### config.mk
export PLATFORM = sky130hd
export DESIGN_NAME = aesctr_front
export DESIGN_NICKNAME = d
export VERILOG_FILES = /design/src/hdl/aesctr_pkg.sv /design/src/hdl/aesctr_front.sv
export SDC_FILE = /design/constraint.sdc
export NUM_CORES = 1
export LEC_CHECK = 0
export BUFFER_PORTS_ARGS = -buffer_cell sky130_fd_sc_hd__clkbuf_2
export CELL_PAD_IN_SITES_DETAIL_PLACEMENT = 0
export CELL_PAD_IN_SITES_GLOBAL_PLACEMENT = 1
export CORE_MARGIN = 3
export CORE_UTILIZATION = 47
export CTS_CLUSTER_SIZE = 20
export DETAILED_ROUTE_END_ITERATION = 10
export PLACE_DENSITY = 0.76
export SETUP_SLACK_MARGIN = 0.4
export SYNTH_ARGS = -nofsm -noshare
export SYNTH_HDL_FRONTEND = slang
export SYNTH_SLANG_ARGS = --single-unit
### constraint.sdc
create_clock -name clock -period 5.7 [get_ports clock]
set_clock_uncertainty 0.1 [all_clocks]
set_input_delay 0.57 -clock clock [delete_from_list [all_inputs] [get_ports clock]]
set_output_delay 0.57 -clock clock [all_outputs]
set_load 0.005 [all_outputs]
### src/hdl/aesctr_pkg.sv
// ----------------------------------------------------------------------------
// aesctr_pkg
// Shared types, constants and AES-128 round functions for the CTR combiner.
// ----------------------------------------------------------------------------
package aesctr_pkg;

   localparam int QUEUE_DEPTH = 4;
   localparam int QPTR_W      = $clog2(QUEUE_DEPTH);
   localparam int LAST_ROUND  = 10;

   typedef struct packed {
      logic [7:0]  data;
      logic [3:0]  pos;
      logic [11:0] block;
   } item_type;

   typedef enum logic [1:0] {
      CSR_KEY_LOW  = 2'd0,
      CSR_KEY_HIGH = 2'd1,
      CSR_NONCE    = 2'd2,
      CSR_UNUSED   = 2'd3
   } csr_index_type;

   localparam logic [7:0] SBOX [0:255] = '{
      8'h63,8'h7c,8'h77,8'h7b,8'hf2,8'h6b,8'h6f,8'hc5,8'h30,8'h01,8'h67,8'h2b,8'hfe,8'hd7,8'hab,8'h76,
      8'hca,8'h82,8'hc9,8'h7d,8'hfa,8'h59,8'h47,8'hf0,8'had,8'hd4,8'ha2,8'haf,8'h9c,8'ha4,8'h72,8'hc0,
      8'hb7,8'hfd,8'h93,8'h26,8'h36,8'h3f,8'hf7,8'hcc,8'h34,8'ha5,8'he5,8'hf1,8'h71,8'hd8,8'h31,8'h15,
      8'h04,8'hc7,8'h23,8'hc3,8'h18,8'h96,8'h05,8'h9a,8'h07,8'h12,8'h80,8'he2,8'heb,8'h27,8'hb2,8'h75,
      8'h09,8'h83,8'h2c,8'h1a,8'h1b,8'h6e,8'h5a,8'ha0,8'h52,8'h3b,8'hd6,8'hb3,8'h29,8'he3,8'h2f,8'h84,
      8'h53,8'hd1,8'h00,8'hed,8'h20,8'hfc,8'hb1,8'h5b,8'h6a,8'hcb,8'hbe,8'h39,8'h4a,8'h4c,8'h58,8'hcf,
      8'hd0,8'hef,8'haa,8'hfb,8'h43,8'h4d,8'h33,8'h85,8'h45,8'hf9,8'h02,8'h7f,8'h50,8'h3c,8'h9f,8'ha8,
      8'h51,8'ha3,8'h40,8'h8f,8'h92,8'h9d,8'h38,8'hf5,8'hbc,8'hb6,8'hda,8'h21,8'h10,8'hff,8'hf3,8'hd2,
      8'hcd,8'h0c,8'h13,8'hec,8'h5f,8'h97,8'h44,8'h17,8'hc4,8'ha7,8'h7e,8'h3d,8'h64,8'h5d,8'h19,8'h73,
      8'h60,8'h81,8'h4f,8'hdc,8'h22,8'h2a,8'h90,8'h88,8'h46,8'hee,8'hb8,8'h14,8'hde,8'h5e,8'h0b,8'hdb,
      8'he0,8'h32,8'h3a,8'h0a,8'h49,8'h06,8'h24,8'h5c,8'hc2,8'hd3,8'hac,8'h62,8'h91,8'h95,8'he4,8'h79,
      8'he7,8'hc8,8'h37,8'h6d,8'h8d,8'hd5,8'h4e,8'ha9,8'h6c,8'h56,8'hf4,8'hea,8'h65,8'h7a,8'hae,8'h08,
      8'hba,8'h78,8'h25,8'h2e,8'h1c,8'ha6,8'hb4,8'hc6,8'he8,8'hdd,8'h74,8'h1f,8'h4b,8'hbd,8'h8b,8'h8a,
      8'h70,8'h3e,8'hb5,8'h66,8'h48,8'h03,8'hf6,8'h0e,8'h61,8'h35,8'h57,8'hb9,8'h86,8'hc1,8'h1d,8'h9e,
      8'he1,8'hf8,8'h98,8'h11,8'h69,8'hd9,8'h8e,8'h94,8'h9b,8'h1e,8'h87,8'he9,8'hce,8'h55,8'h28,8'hdf,
      8'h8c,8'ha1,8'h89,8'h0d,8'hbf,8'he6,8'h42,8'h68,8'h41,8'h99,8'h2d,8'h0f,8'hb0,8'h54,8'hbb,8'h16
   };

   function automatic logic [7:0] rcon(input logic [3:0] round);
      logic [7:0] rc;
      unique case (round)
         4'd1:    rc = 8'h01;
         4'd2:    rc = 8'h02;
         4'd3:    rc = 8'h04;
         4'd4:    rc = 8'h08;
         4'd5:    rc = 8'h10;
         4'd6:    rc = 8'h20;
         4'd7:    rc = 8'h40;
         4'd8:    rc = 8'h80;
         4'd9:    rc = 8'h1b;
         4'd10:   rc = 8'h36;
         default: rc = 8'h00;
      endcase
      return rc;
   endfunction

   function automatic logic [7:0] xtime(input logic [7:0] x);
      return {x[6:0], 1'b0} ^ (x[7] ? 8'h1b : 8'h00);
   endfunction

   // byte i of a block sits in bits 8i+7..8i
   function automatic logic [127:0] key_step(input logic [127:0] k, input logic [7:0] rc);
      logic [31:0]  t;
      logic [127:0] n;
      t = {SBOX[k[103:96]], SBOX[k[127:120]], SBOX[k[119:112]], SBOX[k[111:104]] ^ rc};
      n[31:0]   = k[31:0]   ^ t;
      n[63:32]  = k[63:32]  ^ n[31:0];
      n[95:64]  = k[95:64]  ^ n[63:32];
      n[127:96] = k[127:96] ^ n[95:64];
      return n;
   endfunction

   function automatic logic [127:0] aes_round(input logic [127:0] s, input logic [127:0] rk,
                                              input logic last);
      logic [127:0] t;
      logic [127:0] m;
      logic [7:0]   a0, a1, a2, a3, all;
      for (int c = 0; c < 4; c++) begin
         for (int r = 0; r < 4; r++) begin
            t[8*(c*4+r) +: 8] = SBOX[s[8*((((c+r)%4)*4)+r) +: 8]];
         end
      end
      for (int c = 0; c < 4; c++) begin
         a0  = t[8*(c*4)   +: 8];
         a1  = t[8*(c*4+1) +: 8];
         a2  = t[8*(c*4+2) +: 8];
         a3  = t[8*(c*4+3) +: 8];
         all = a0 ^ a1 ^ a2 ^ a3;
         m[8*(c*4)   +: 8] = a0 ^ all ^ xtime(a0 ^ a1);
         m[8*(c*4+1) +: 8] = a1 ^ all ^ xtime(a1 ^ a2);
         m[8*(c*4+2) +: 8] = a2 ^ all ^ xtime(a2 ^ a3);
         m[8*(c*4+3) +: 8] = a3 ^ all ^ xtime(a3 ^ a0);
      end
      return (last ? t : m) ^ rk;
   endfunction

endpackage

### src/hdl/aesctr_front.sv
// ----------------------------------------------------------------------------
// aesctr_front
// Accepts request words, drops out-of-range offsets, queues the rest.
// ----------------------------------------------------------------------------
module aesctr_front #(
   parameter int unsigned MESSAGE_BYTES = 65536
) (
   input  logic                 clock,
   input  logic                 reset,
   input  logic                 req_valid,
   output logic                 req_ready,
   input  logic [7:0]           req_data_byte,
   input  logic [15:0]          req_byte_offset,
   input  logic [16:0]          req_message_length,
   output logic                 head_valid,
   output aesctr_pkg::item_type head,
   input  logic                 head_pop
);
   import aesctr_pkg::*;

   item_type            queue_ff [QUEUE_DEPTH];
   logic [QPTR_W-1:0]   wr_ptr_ff, wr_ptr_in, rd_ptr_ff, rd_ptr_in;
   logic [QPTR_W:0]     count_ff, count_in;
   logic                keep, push;

   assign req_ready = (count_ff != (QPTR_W+1)'(QUEUE_DEPTH));
   assign keep = ({1'b0, req_byte_offset} < req_message_length) &&
                 (32'(req_byte_offset) < 32'(MESSAGE_BYTES));
   assign push = req_valid && req_ready && keep;

   assign head_valid = (count_ff != '0);
   assign head       = queue_ff[rd_ptr_ff];

   always_comb begin
      wr_ptr_in = wr_ptr_ff + (push ? 1'b1 : 1'b0);
      rd_ptr_in = rd_ptr_ff + (head_pop ? 1'b1 : 1'b0);
      count_in  = count_ff + (push ? 1'b1 : 1'b0) - (head_pop ? 1'b1 : 1'b0);
   end

   always_ff @(posedge clock) begin
      if (reset) begin
         wr_ptr_ff <= '0;
         rd_ptr_ff <= '0;
         count_ff  <= '0;
      end else begin
         wr_ptr_ff <= wr_ptr_in;
         rd_ptr_ff <= rd_ptr_in;
         count_ff  <= count_in;
      end
   end

   always_ff @(posedge clock) begin
      if (push) begin
         queue_ff[wr_ptr_ff] <= '{data:  req_data_byte,
                                  pos:   req_byte_offset[3:0],
                                  block: req_byte_offset[15:4]};
      end
   end

endmodule

==> flow_summary.ini <==
[run_status]
status = finished clean

[sta]
final.setup.tns_ps = 0
setup_viol = 0
fmax_ghz = 0.336
final_min_period_over_clock_period_pct = 52.3
slew_violations = 0
period_needed_ps = 2980
slew_headroom_pct = 38.4
tightestPinTransition_ps = 923
final_hold_violation_count = 0
unrepaired_setup_endpoints_after_global_routing = false

[job]
maxCapViolCount = 0

[routing]
vias_per_cell = 5.19
drtPass1Iterations = 5
drcViolationCount = 0
wirelength_um = 7160
ant_nets = 0
drt-initial-drc-count = 69
num_vias = 2122
routed_wire_length_per_instance_um = 17.5

[cts]
ctsHtreeMaxLevel = 3
postCtsSetupRepairBufs = 0
cts_max_path_buffers = 2
clockRootBuffer = sky130_fd_sc_hd__clkbuf_8
insertion_delay_ps = 350
cts_buffers = 9
clkSlewWorstSetupHoldPaths_ps = 80
holdBufCountCts = 0
tritoncts_num_sinks = 103
cts_resized = 0
tritoncts = yes

[synthesis]
count_of_different_cell_masters_after_synthesis = 26
synth_sequential_area_ratio_pct = 71.6
syn-num-nets = 283
number_of_cells_produced_by_synthesis = 218
yosysWarnings = 0
syn_area_um2 = 4220
syn_area_per_cell_um2 = 19.4
synth.ff_latch_count = 103

[layout]
layout-drive-gt1-share_pct = 39.5
final_nets = 364
diodes = 0
register_area_um2 = 3020
final_design_area_no_fill_um2 = 4920
area.growth.synth_to_final_pct = 16.6
combined_area_of_the_multi_input_logic_cells_um2 = 1110
fill_cells = 672

[min_path]
min-delay-path-class = input pin to register
min-delay-start = req_data_byte[1]
worstHoldEndpoint = queue_ff[0][17]$_DFFE_PP_
hold_depth = 1

[global_routing]
grt_pass1_vias = 2229
grt_start_max_net_pins = 26
antenna_violations_before_repair = 0
grt_pass1_wl_um = 11600
overall_track_demand_over_capacity_in_global_routing_pct = 15.5
grt.overflow.total = 0

[worst_setup_path]
highest_delay_cell_along_the_critical_path = sky130_fd_sc_hd__a2111oi_2
reg2reg_slack_ps = 3060
worst_r2r_endpoint = queue_ff[0][7]$_DFFE_PP_
regToRegStartpoint = count_ff[1]$_SDFF_PP0_
crit_chain = clkbuf_2, ha_1, a21oi_1, o21a_1, o2111ai_2, a2111oi_2, buf_4
worst_setup_path_end_kind = register
timing.reg2reg.worst_path_depth = 5
critical_path_arrival_ps = 2910
setup.worst_path.start_class = input pin
cp_slowest_stage_delay_ps = 910
crit_type = input pin to register
worst-endpoint-required_ps = 5630
timing.critical_path.fanout_max = 19

[die]
dieHeight_um = 101
core_region_area_um2 = 8460
design.portCount = 71
width_of_the_die_um = 101
initial_util_pct = 49.9
die_area_um2 = 10200
floorplan.rows = 33

[placement]
count_of_buffers_inserted_at_the_top_level_ports = 70
place_hpwl_um = 5000
dpl-instance-area_um2 = 4740
routabilityCongestion = 0.757

[power_and_ir_drop]
power_density_nw_per_um2 = 329
ir_worst_vdd_uv = 173
power_leakage_nw = 1.82
power_mw = 1.62
## synth_stat cells
| cell type | n | area [µm²] |
|---|---|---|
| sky130_fd_sc_hd__a2111oi_1 | 4 | 40.0 |
| sky130_fd_sc_hd__a211oi_2 | 1 | 12.5 |
| sky130_fd_sc_hd__a21o_1 | 3 | 22.5 |
| sky130_fd_sc_hd__a21oi_1 | 7 | 35.0 |
| sky130_fd_sc_hd__buf_2 | 3 | 15.0 |
| sky130_fd_sc_hd__buf_4 | 2 | 15.0 |
| sky130_fd_sc_hd__clkbuf_1 | 1 | 3.75 |
| sky130_fd_sc_hd__dfxtp_1 | 7 | 140 |
| sky130_fd_sc_hd__edfxtp_1 | 96 | 2880 |
| sky130_fd_sc_hd__fa_1 | 1 | 20.0 |
| sky130_fd_sc_hd__ha_1 | 19 | 238 |
| sky130_fd_sc_hd__inv_1 | 21 | 78.8 |
| sky130_fd_sc_hd__mux4_2 | 24 | 541 |
| sky130_fd_sc_hd__nand2_1 | 6 | 22.5 |
| sky130_fd_sc_hd__nand3_1 | 1 | 5.00 |
| sky130_fd_sc_hd__nand4_1 | 1 | 6.26 |
| sky130_fd_sc_hd__nand4b_1 | 1 | 8.76 |
| sky130_fd_sc_hd__nor2_1 | 4 | 15.0 |
| sky130_fd_sc_hd__nor2b_1 | 5 | 31.3 |
| sky130_fd_sc_hd__nor3_2 | 1 | 10.0 |
| sky130_fd_sc_hd__o2111ai_2 | 1 | 15.0 |
| sky130_fd_sc_hd__o211ai_1 | 1 | 7.51 |
| sky130_fd_sc_hd__o21a_1 | 1 | 7.51 |
| sky130_fd_sc_hd__o21ai_0 | 2 | 10.0 |
| sky130_fd_sc_hd__or3_1 | 1 | 6.26 |
| sky130_fd_sc_hd__xnor2_1 | 4 | 35.0 |
## metrics by stage
stage	utilization [%]	hold WS [ps]	std cells	setup slack, ps
3_5_place_dp	56.0	470	393	2280
4_1_cts	58.2	306	409	2680
3_3_place_gp	56.0	470	393	2340
6_report	58.2	329	409	2720
2_1_floorplan	-	421	218	971
5_1_grt	58.2	312	409	2460
## worst max path at each step
stage	start	end	slack, ps	depth (start not counted)
2_1_floorplan	req_message_length[15]	queue_ff[0][0]$_DFFE_PP_	970	6
3_3_place_gp	req_byte_offset[10]	queue_ff[0][6]$_DFFE_PP_	2340	7
3_5_place_dp	req_byte_offset[4]	queue_ff[0][8]$_DFFE_PP_	2280	7
4_1_cts	req_byte_offset[10]	queue_ff[0][15]$_DFFE_PP_	2680	7
5_1_grt	req_byte_offset[4]	queue_ff[1][8]$_DFFE_PP_	2460	7
6_report	req_byte_offset[10]	queue_ff[0][7]$_DFFE_PP_	2720	7
## cells by family (layout without fill, tap and decap cells)
family	count (synthesis)	in the layout	share of synthesized area (%)
compound gates	20	20	3.55
xor+xnor	4	4	0.829
fa+ha+maj	20	20	6.10
buf+inv	27	113	2.67
flops	103	103	71.6
mux	24	24	12.8
simple gates	20	20	2.49
## worst max-delay path: cells and delay by family
family                     cells  cell delay [ps]
adders and majority gates      1              310
AOI/OAI and AO/OA              4             1460
buffers and inverters          2              550
## final cells by class
| type | instances | share of cell area (%) |
|---|---|---|
| clock buffer | 9 | 2.52 |
| clock inverter | 7 | 1.27 |
| inverter | 21 | 1.60 |
| multi-input combinational | 88 | 22.5 |
| sequential | 103 | 61.4 |
| tap | 105 | 2.67 |
| timing repair buffer | 76 | 8.03 |
## routing by layer
layer  global-route usage [%]  part of all wire [%]
met5                        0                     0
met4                     4.56                   1.1
met3                     5.12                   4.4
met2                     26.6                    54
met1                     18.8                    41
## layout by cell type, fill, tap and decap left out
cell / Yosys / layout
sky130_fd_sc_hd__a2111oi_2: 0 / 4
sky130_fd_sc_hd__a211oi_2: 1 / 1
sky130_fd_sc_hd__a21o_1: 3 / 3
sky130_fd_sc_hd__a21oi_1: 7 / 7
sky130_fd_sc_hd__buf_4: 2 / 6
sky130_fd_sc_hd__bufinv_16: 0 / 1
sky130_fd_sc_hd__clkbuf_2: 0 / 70
sky130_fd_sc_hd__clkbuf_8: 0 / 9
sky130_fd_sc_hd__clkinv_1: 0 / 4
sky130_fd_sc_hd__clkinv_4: 0 / 1
sky130_fd_sc_hd__dfxtp_1: 7 / 6
sky130_fd_sc_hd__dfxtp_2: 0 / 1
sky130_fd_sc_hd__edfxtp_1: 96 / 96
sky130_fd_sc_hd__fa_1: 1 / 1
sky130_fd_sc_hd__ha_1: 19 / 19
sky130_fd_sc_hd__inv_1: 21 / 21
sky130_fd_sc_hd__inv_6: 0 / 1
sky130_fd_sc_hd__mux4_2: 24 / 24
sky130_fd_sc_hd__nand2_1: 6 / 6
sky130_fd_sc_hd__nand3_1: 1 / 1
sky130_fd_sc_hd__nand4_1: 1 / 1
sky130_fd_sc_hd__nand4b_1: 1 / 1
sky130_fd_sc_hd__nor2_1: 4 / 4
sky130_fd_sc_hd__nor2b_1: 5 / 5
sky130_fd_sc_hd__nor3_2: 1 / 1
sky130_fd_sc_hd__o2111ai_2: 1 / 1
sky130_fd_sc_hd__o211ai_1: 1 / 1
sky130_fd_sc_hd__o21a_1: 1 / 1
sky130_fd_sc_hd__o21ai_0: 2 / 2
sky130_fd_sc_hd__or3_1: 1 / 1
sky130_fd_sc_hd__xnor2_1: 4 / 4
## registers in the layout, summed over array words and instances (netlist names)
register and flops:
wr_ptr_ff 2, count_ff 3, rd_ptr_ff 2, queue_ff 96
## report_power, final
| part | switching (mW) | total (mW) | leakage [nW] | internal, mW |
|---|---|---|---|---|
| clock network | 0.225 | 0.424 | 0.0938 | 0.199 |
| logic | 0.130 | 0.265 | 0.792 | 0.134 |
| registers | 0.0324 | 0.932 | 0.934 | 0.900 |
| total | 0.388 | 1.62 | 1.82 | 1.23 |
No activity file was read; power rests on OpenSTA's default activity.
